## src/hw/rtl/ckl_pkg.sv

```systemverilog
// types and constants shared by the compacting key list cells and top level
`default_nettype none

package ckl_pkg;

  localparam int unsigned MAX_RESULTS = 16;

  // item modes
  typedef enum logic [2:0] {
    MODE_INSERT = 3'd0,
    MODE_QUERY  = 3'd1,
    MODE_ALTER  = 3'd2,
    MODE_DELETE = 3'd3,
    MODE_LIST   = 3'd4
  } mode_e;

  // result status codes
  localparam logic [2:0] ST_STORED  = 3'd0;
  localparam logic [2:0] ST_FULL    = 3'd1;
  localparam logic [2:0] ST_FOUND   = 3'd2;
  localparam logic [2:0] ST_NONE    = 3'd3;
  localparam logic [2:0] ST_ALTERED = 3'd4;
  localparam logic [2:0] ST_DELETED = 3'd5;
  localparam logic [2:0] ST_ENTRY   = 3'd6;
  localparam logic [2:0] ST_EMPTY   = 3'd7;

  typedef struct packed {
    logic [2:0]         mode;
    logic signed [31:0] key;
    logic signed [31:0] new_key;
  } in_t;

  typedef struct packed {
    logic [2:0]         status;
    logic [3:0]         position;
    logic signed [31:0] value;
    logic [4:0]         count;
    logic               last;
  } out_t;

  // commands broadcast to every cell
  typedef enum logic [2:0] {
    CMD_HOLD,
    CMD_WRITE,
    CMD_MARK_MATCH,
    CMD_MARK_ALL,
    CMD_ALTER,
    CMD_ROTATE,
    CMD_CLOSE
  } cmd_e;

  typedef struct packed {
    cmd_e               cmd;
    logic signed [31:0] key;
    logic signed [31:0] new_key;
  } cell_ctl_t;

  // per-cell position qualifiers
  typedef struct packed {
    logic in_range;
    logic at_fill;
    logic shift_here;
  } cell_sel_t;

endpackage

`default_nettype wire

```

## src/hw/rtl/ckl_cell.sv

```systemverilog
// one list cell: a key register and a mark flag, linked to its upper neighbor
`default_nettype none

module ckl_cell (
  input  wire logic               clk_i,
  input  wire logic               rst_ni,
  input  wire ckl_pkg::cell_ctl_t ctl_i,
  input  wire ckl_pkg::cell_sel_t sel_i,
  input  wire logic signed [31:0] nb_entry_i,
  input  wire logic               nb_flag_i,
  output logic signed [31:0]      entry_o,
  output logic                    flag_o
);

  logic signed [31:0] entry_q, entry_d;
  logic               flag_q, flag_d;
  logic               match;

  assign match = sel_i.in_range && (entry_q == ctl_i.key);

  always_comb begin
    entry_d = entry_q;
    flag_d  = flag_q;
    case (ctl_i.cmd)
      ckl_pkg::CMD_HOLD: begin
      end
      ckl_pkg::CMD_WRITE: begin
        if (sel_i.at_fill) begin
          entry_d = ctl_i.key;
        end
      end
      ckl_pkg::CMD_MARK_MATCH: begin
        flag_d = match;
      end
      ckl_pkg::CMD_MARK_ALL: begin
        flag_d = sel_i.in_range;
      end
      ckl_pkg::CMD_ALTER: begin
        flag_d = match;
        if (match) begin
          entry_d = ctl_i.new_key;
        end
      end
      ckl_pkg::CMD_ROTATE: begin
        entry_d = nb_entry_i;
        flag_d  = nb_flag_i;
      end
      ckl_pkg::CMD_CLOSE: begin
        if (sel_i.shift_here) begin
          entry_d = nb_entry_i;
        end
      end
      default: begin
      end
    endcase
  end

  always_ff @(posedge clk_i) begin
    entry_q <= entry_d;
  end

  always_ff @(posedge clk_i or negedge rst_ni) begin
    if (!rst_ni) begin
      flag_q <= 1'b0;
    end else begin
      flag_q <= flag_d;
    end
  end

  assign entry_o = entry_q;
  assign flag_o  = flag_q;

endmodule

`default_nettype wire

```

## src/hw/rtl/compacting_key_list.sv

```systemverilog
// compacting key list: top level with the cell chain and its sequencer
// sequence: insert stores its key at the fill position unless full, then reports in S_FINAL;
//   query, alter, delete and list mark the cells, then rotate the chain CAPACITY steps
//   (one step a cycle while the output is not stalled, at most one result a step); delete
//   then closes its gap, and alter, delete and a query or list with no hit end in S_FINAL
// throughput: one item at a time, set by the CAPACITY-step rotation of the cell chain
// reset: fill count cleared and all marks cleared at once; no clearing pass, keys
//   beyond the fill count are never reported
`default_nettype none

module compacting_key_list #(
  parameter int unsigned CAPACITY = 16
) (
  input  wire logic         clk_i,
  input  wire logic         rst_ni,
  input  wire ckl_pkg::in_t in_data_i,
  input  wire logic         in_valid_i,
  output logic              in_stall_o,
  output ckl_pkg::out_t     out_data_o,
  output logic              out_valid_o,
  input  wire logic         out_stall_i
);

  localparam int unsigned IdxW  = $clog2(CAPACITY);
  localparam int unsigned FillW = $clog2(CAPACITY + 1);

  typedef enum logic [1:0] {
    S_IDLE,
    S_SCAN,
    S_CLOSE,
    S_FINAL
  } state_e;

  state_e             state_q;
  logic [FillW-1:0]   fill_q;
  logic [IdxW-1:0]    step_q;
  logic [IdxW-1:0]    del_pos_q;
  logic               found_q;
  logic [FillW-1:0]   cnt_q;
  logic [4:0]         res_q;
  logic [2:0]         op_q;
  ckl_pkg::out_t      fin_q;
  ckl_pkg::out_t      out_q;
  logic               out_valid_q;

  // cell chain wiring
  ckl_pkg::cell_ctl_t       ctl;
  ckl_pkg::cell_sel_t       sel   [CAPACITY];
  logic signed [31:0]       entry [CAPACITY];
  logic [CAPACITY-1:0]      flags;

  // control
  logic out_free;
  logic out_load;
  logic is_report;
  logic emit_now;
  logic advance;
  logic others;
  logic scan_end;

  // width adapters onto the 4-bit position and 5-bit count fields
  logic [IdxW+3:0]  step_ext, del_ext;
  logic [FillW+4:0] fill_ext, fill_inc_ext, fill_dec_ext, alt_ext;
  logic [FillW-1:0] alt_cnt;

  assign out_free  = !out_valid_q || !out_stall_i;
  assign is_report = (op_q == ckl_pkg::MODE_QUERY) || (op_q == ckl_pkg::MODE_LIST);
  assign emit_now  = (state_q == S_SCAN) && is_report && flags[0] &&
                     (res_q < 5'(ckl_pkg::MAX_RESULTS));
  assign advance   = !emit_now || out_free;
  assign others    = |flags[CAPACITY-1:1];
  assign scan_end  = (step_q == IdxW'(CAPACITY - 1));
  // a new result enters the output slot this cycle
  assign out_load  = (emit_now && out_free) || ((state_q == S_FINAL) && out_free);

  assign alt_cnt      = cnt_q + FillW'(flags[0]);
  assign step_ext     = {4'b0, step_q};
  assign del_ext      = {4'b0, del_pos_q};
  assign fill_ext     = {5'b0, fill_q};
  assign fill_inc_ext = {5'b0, fill_q + FillW'(1)};
  assign fill_dec_ext = {5'b0, fill_q - FillW'(1)};
  assign alt_ext      = {5'b0, alt_cnt};

  // command broadcast to the chain
  always_comb begin
    ctl.cmd     = ckl_pkg::CMD_HOLD;
    ctl.key     = in_data_i.key;
    ctl.new_key = in_data_i.new_key;
    case (state_q)
      S_IDLE: begin
        if (in_valid_i) begin
          case (in_data_i.mode)
            ckl_pkg::MODE_INSERT: begin
              if (fill_q < FillW'(CAPACITY)) begin
                ctl.cmd = ckl_pkg::CMD_WRITE;
              end
            end
            ckl_pkg::MODE_QUERY:  ctl.cmd = ckl_pkg::CMD_MARK_MATCH;
            ckl_pkg::MODE_DELETE: ctl.cmd = ckl_pkg::CMD_MARK_MATCH;
            ckl_pkg::MODE_ALTER:  ctl.cmd = ckl_pkg::CMD_ALTER;
            ckl_pkg::MODE_LIST:   ctl.cmd = ckl_pkg::CMD_MARK_ALL;
            default: begin
            end
          endcase
        end
      end
      S_SCAN: begin
        // one rotation step: cell 0 shows the entry at list position step_q
        if (advance) begin
          ctl.cmd = ckl_pkg::CMD_ROTATE;
        end
      end
      S_CLOSE: begin
        // list is back in order, close the gap above the deleted position
        if (found_q) begin
          ctl.cmd = ckl_pkg::CMD_CLOSE;
        end
      end
      default: begin
      end
    endcase
  end

  // the chain: each cell takes its upper neighbor, the top cell wraps to cell 0
  for (genvar k = 0; k < CAPACITY; k++) begin : g_cell
    localparam int unsigned Nb = (k + 1) % CAPACITY;

    assign sel[k].in_range   = FillW'(k) < fill_q;
    assign sel[k].at_fill    = FillW'(k) == fill_q;
    assign sel[k].shift_here = IdxW'(k) >= del_pos_q;

    ckl_cell u_cell (
      .clk_i      (clk_i),
      .rst_ni     (rst_ni),
      .ctl_i      (ctl),
      .sel_i      (sel[k]),
      .nb_entry_i (entry[Nb]),
      .nb_flag_i  ((k == CAPACITY - 1) ? 1'b0 : flags[Nb]),
      .entry_o    (entry[k]),
      .flag_o     (flags[k])
    );
  end

  // sequencer, fill count and output register
  always_ff @(posedge clk_i or negedge rst_ni) begin
    if (!rst_ni) begin
      state_q     <= S_IDLE;
      fill_q      <= '0;
      step_q      <= '0;
      del_pos_q   <= '0;
      found_q     <= 1'b0;
      cnt_q       <= '0;
      res_q       <= '0;
      op_q        <= '0;
      fin_q       <= '0;
      out_q       <= '0;
      out_valid_q <= 1'b0;
    end else begin
      // output slot fills on a new result and drains on a transfer
      if (out_load) begin
        out_valid_q <= 1'b1;
      end else if (!out_stall_i) begin
        out_valid_q <= 1'b0;
      end

      case (state_q)
        S_IDLE: begin
          if (in_valid_i) begin
            op_q      <= in_data_i.mode;
            step_q    <= '0;
            res_q     <= '0;
            cnt_q     <= '0;
            found_q   <= 1'b0;
            del_pos_q <= '0;
            case (in_data_i.mode)
              ckl_pkg::MODE_INSERT: begin
                fin_q.position <= '0;
                fin_q.value    <= '0;
                fin_q.last     <= 1'b1;
                if (fill_q < FillW'(CAPACITY)) begin
                  fill_q       <= fill_q + FillW'(1);
                  fin_q.status <= ckl_pkg::ST_STORED;
                  fin_q.count  <= fill_inc_ext[4:0];
                end else begin
                  fin_q.status <= ckl_pkg::ST_FULL;
                  fin_q.count  <= fill_ext[4:0];
                end
                state_q <= S_FINAL;
              end
              ckl_pkg::MODE_QUERY,
              ckl_pkg::MODE_ALTER,
              ckl_pkg::MODE_DELETE,
              ckl_pkg::MODE_LIST: begin
                state_q <= S_SCAN;
              end
              default: begin
                // unused modes are dropped
              end
            endcase
          end
        end

        S_SCAN: begin
          if (advance) begin
            step_q <= step_q + IdxW'(1);
            if (flags[0]) begin
              cnt_q <= alt_cnt;
              if (!found_q) begin
                found_q   <= 1'b1;
                del_pos_q <= step_q;
              end
            end
            if (emit_now) begin
              // found or entry result, last when no marks remain or at the result cap
              out_q.status   <= (op_q == ckl_pkg::MODE_LIST) ? ckl_pkg::ST_ENTRY
                                                             : ckl_pkg::ST_FOUND;
              out_q.position <= step_ext[3:0];
              out_q.value    <= entry[0];
              out_q.count    <= '0;
              out_q.last     <= !others || (res_q == 5'(ckl_pkg::MAX_RESULTS - 1));
              res_q          <= res_q + 5'd1;
            end
            if (scan_end) begin
              fin_q.position <= '0;
              fin_q.value    <= '0;
              fin_q.last     <= 1'b1;
              case (op_q)
                ckl_pkg::MODE_ALTER: begin
                  fin_q.status <= ckl_pkg::ST_ALTERED;
                  fin_q.count  <= alt_ext[4:0];
                  state_q      <= S_FINAL;
                end
                ckl_pkg::MODE_DELETE: begin
                  state_q <= S_CLOSE;
                end
                default: begin
                  // query or list: nothing reported means one closing result
                  fin_q.count <= '0;
                  if (res_q == 5'd0 && !emit_now) begin
                    fin_q.status <= (op_q == ckl_pkg::MODE_LIST) ? ckl_pkg::ST_EMPTY
                                                                 : ckl_pkg::ST_NONE;
                    state_q      <= S_FINAL;
                  end else begin
                    state_q <= S_IDLE;
                  end
                end
              endcase
            end
          end
        end

        S_CLOSE: begin
          if (found_q) begin
            fill_q         <= fill_q - FillW'(1);
            fin_q.status   <= ckl_pkg::ST_DELETED;
            fin_q.position <= del_ext[3:0];
            fin_q.count    <= fill_dec_ext[4:0];
          end else begin
            fin_q.status <= ckl_pkg::ST_NONE;
            fin_q.count  <= fill_ext[4:0];
          end
          state_q <= S_FINAL;
        end

        S_FINAL: begin
          if (out_free) begin
            out_q   <= fin_q;
            state_q <= S_IDLE;
          end
        end

        default: begin
          state_q <= S_IDLE;
        end
      endcase
    end
  end

  assign in_stall_o  = (state_q != S_IDLE);
  assign out_valid_o = out_valid_q;
  assign out_data_o  = out_q;

endmodule

`default_nettype wire
```

## config.mk

```make
export PLATFORM = sky130hd
export DESIGN_NAME = compacting_key_list
export DESIGN_NICKNAME = d
export VERILOG_FILES = /design/src/hw/rtl/ckl_pkg.sv /design/src/hw/rtl/ckl_cell.sv /design/src/hw/rtl/compacting_key_list.sv
export SDC_FILE = /design/constraint.sdc
export NUM_CORES = 1
export LEC_CHECK = 0
export BUFFER_PORTS_ARGS = -buffer_cell sky130_fd_sc_hd__buf_2
export CAP_MARGIN = 10
export CORE_ASPECT_RATIO = 0.7
export CORE_UTILIZATION = 45
export DETAILED_ROUTE_END_ITERATION = 8
export GPL_TIMING_DRIVEN = 0
export MAX_ROUTING_LAYER = met4
export PLACE_DENSITY = 0.61
export SLEW_MARGIN = 20
export SYNTH_ARGS = -nofsm -noshare
export SYNTH_HDL_FRONTEND = slang
export SYNTH_SLANG_ARGS = --single-unit
```

## constraint.sdc

```tcl
create_clock -name clk_i -period 10.1 [get_ports clk_i]
set_clock_uncertainty 0.1 [all_clocks]
set_input_delay 0 -clock clk_i [delete_from_list [all_inputs] [get_ports clk_i]]
set_output_delay 0 -clock clk_i [all_outputs]
set_load 0.02 [all_outputs]
```

==> results.md <==
* Status: complete, but fails checks
* Failing checks: hold timing
* Final Wtd Congestion at 1.14
* WP data arrival at 5770 ps
* Dominant synthesized flop cell: edfxtp_1
* Crit end category: flip-flop
* Synth area leaders: edfxtp_1 (48%), a21o_1 (12%), xor2_1 (11%)
* Largest net degree at the start of global routing at 59
* DP Wirelength at 121 mm
* Setup crit start kind: primary input
* Core Box Area at 70,100 µm²
* Initial DRT Pass Iterations at 6
* Total negative slack at 0 ps
* Initial DRC count at 5,174
* YS warnings at 0
* Nets@finish at 3,009
* Synth Area in Compound Gates at 17.9%
* Vias in the first global route at 24,071
* Count leader, synth: a21o_1
* Layout cell share with drive strength beyond 1 at 14.5%
* Sink Count at 616
* Worst Tran Pin Value at 1300 ps
* Clk buf depth at 3
* All-layer global routing usage at 42.8%
* Remaining DRCs at 0
* Routed WL per cell at 38.8 µm
* Xor/xnor cell area share of the yosys netlist at 14.1%
* First-pass GRT wire length at 202 mm
* Initial Util at 45.7%
* H-tree levels at 2
* Rows at 81
* Worst-path fanout max at 10
* Clock transition at the registers of the reported paths at 60 ps
* Setup bufs post-CTS at 0
* Final period util at 54.4%
* Die Wd at 321 µm
* Post-synth top area cell: edfxtp_1
* DRT Wirelength at 153 mm
* Syn Area/Cell at 12.1 µm²
* RSZ-0062 raised after global routing: false
* Final setup viols at 0
* Distinct cells, synth at 65
* Total die area at 72,200 µm²
* Drt via density at 6.71
* Mapped Nets at 2,737
* Synthesized area at 32,000 µm²
* Via count at 26,411
* Seq/Total Area, Yosys at 56.1%
* Fin. Hold Viols at 5
* Synth top cells by count: a21o_1 (527), edfxtp_1 (512), xor2_1 (404)
* Required time of the worst setup path at 10,370 ps
* Flops & latches, synth at 616
* Adder-cell share of the synthesized area at 0.625%
* Hold slack at -29.4 ps
* Total grt overflow at 0
* Post-Synth Simple-Gate Area at 7.44%
* Die Ht at 225 µm
* Synth-to-Final Area Change at 15.3%
* Hold Crit Class: primary input to flip-flop
* Post-synth EDFFs at 512
* Clock root cell: clkbuf_16
* Slew margin rel. at 12.7%
* Slew Limit Fails at 0
* Max-cap violations at 0
* Dominant combinational cell family by area after synthesis: compound AO/OA/AOI/OAI gates
* Input/output buffers at 83
* Clk_lat worst skew at 700 ps
* Final Critical Period at 5490 ps
* CTS tree: built
* Number of buffers created by CTS at 61
* R2R setup slack at 4800 ps
* Initial antenna violation count at 9
* Mapped Cells at 2,650
* IO Count at 118
* Mux cell area share after synthesis at 0.602%
* Ys async rst share at 16.9%
* Post-synth top area share at 48.0%
* Maximum clock rate at 182 MHz
* Crit path kind: primary input to flip-flop
* Antenna Nets Post-Route at 0
critical path: stages:
cell and delay, ps:
clkbuf_1 540, clkbuf_1 750, xor2_1 520, nor4_2 800, nand4_1 500, nor4_1 720
nor2_1 110, nor4_2 740, buf_2 350, buf_2 240, buf_2 250, buf_2 230
cells by family after synthesis:
| group | after synthesis |
|---|---|
| muxes | 18 |
| AOI/OAI and AO/OA | 791 |
| buffers and inverters | 239 |
| DFF | 616 |
| xor gates and xnor gates | 515 |
| and+or+nand+nor | 455 |
| adders and majority gates | 16 |
per-stage QoR:
stage	worst slack [ps]	instance area, µm²	util, %	hold slack [ps]	std cells
after floorplan	2190	32000	-	-396	2650
final	4610	36900	52.6	-29.4	3935
after global placement	-6340	33600	47.9	215	3687
after detailed placement	4150	34500	49.2	-134	3775
after global routing	4750	36900	52.6	29.8	3934
after CTS	4740	36800	52.5	4.94	3927
sequential cells by signal (all words and copies together) (netlist names):
| register | count |
|---|---|
| found_q | 1 |
| cnt_q | 5 |
| step_q | 4 |
| state_q | 2 |
| del_pos_q | 4 |
| g_cell.u_cell.entry_o | 512 |
| out_valid_o | 1 |
| out_data_o | 45 |
| fin_q | 13 |
| res_q | 5 |
| fill_q | 5 |
| op_q | 3 |
| g_cell.u_cell.flag_o | 16 |
area by class of cell:
cell class                      count  area, µm²
Clock inverter                     37        295
Clock buffer                       77       1640
Fill cell                        6237      33200
Sequential cell                   616      18000
Tap cell                          954       1190
Inverter                           26       97.6
Timing Repair Buffer              209       1480
Multi-Input combinational cell   1795      13300
Antenna cell                        8       20.0
Buffer                            213        936
repair_timing:
| item | 4_1_cts | 5_1_grt |
|---|---|---|
| endpoints found under the setup margin | 0 | 0 |
| gates resized for setup | 0 | 0 |
| endpoints found under the hold margin | 296 | 0 |
| hold buffers | 38 | 0 |
cells in the final DEF (no fill, tap or decap), drive strengths merged, types with 6 or more instances in the layout:
cell type	n
mux2	10
a22o	40
a21oi	54
edfxtp	512
nor4	110
and3	7
nor2b	6
dfrtp	104
mux2i	8
nor3	29
nor3b	6
xor2	404
clkinv	30
a31oi	17
or4	8
xnor2	111
ha	16
or3	7
a21o	527
buf	269
nor2	41
a2111oi	8
diode	8
clkbuf	193
nand4	44
and2	6
a211oi	10
o22a	6
nand2	139
nand3	32
o22ai	7
o21ai	83
nand2b	9
inv	26
o32a	9
dlygate4sd3	37
layer usage:
layer / part of all wire [%] / vias up / routed length (µm) / track usage (%)
met1: 41 / 13440 / 62400 / 59.6
met3: 20 / 272 / 30200 / 25.6
met4: 3.2 / 0 / 4840 / 11.6
met2: 36 / 2386 / 55200 / 50.6
li1: - / 10313 / - / -
met5: 0 / - / 0 / -
path summary, 6_finish.rpt:
path                               start                      endpoint  depth (start not counted)
max                        in_data_i[34]  g_cell[0].u_cell.entry_o[28]                         12
min reg2reg                out_data_o[6]                 out_data_o[6]                          2
min                        in_data_i[14]  g_cell[0].u_cell.entry_o[14]                          3
max in group asynchronous         rst_ni       g_cell[6].u_cell.flag_o                          4
max reg2reg                    fill_q[3]  g_cell[10].u_cell.entry_o[2]                         13
min in group asynchronous         rst_ni                      cnt_q[2]                          4
Power is not shown: default switching activity piles up to over one toggle a cycle in this logic, so the estimate is an artifact.
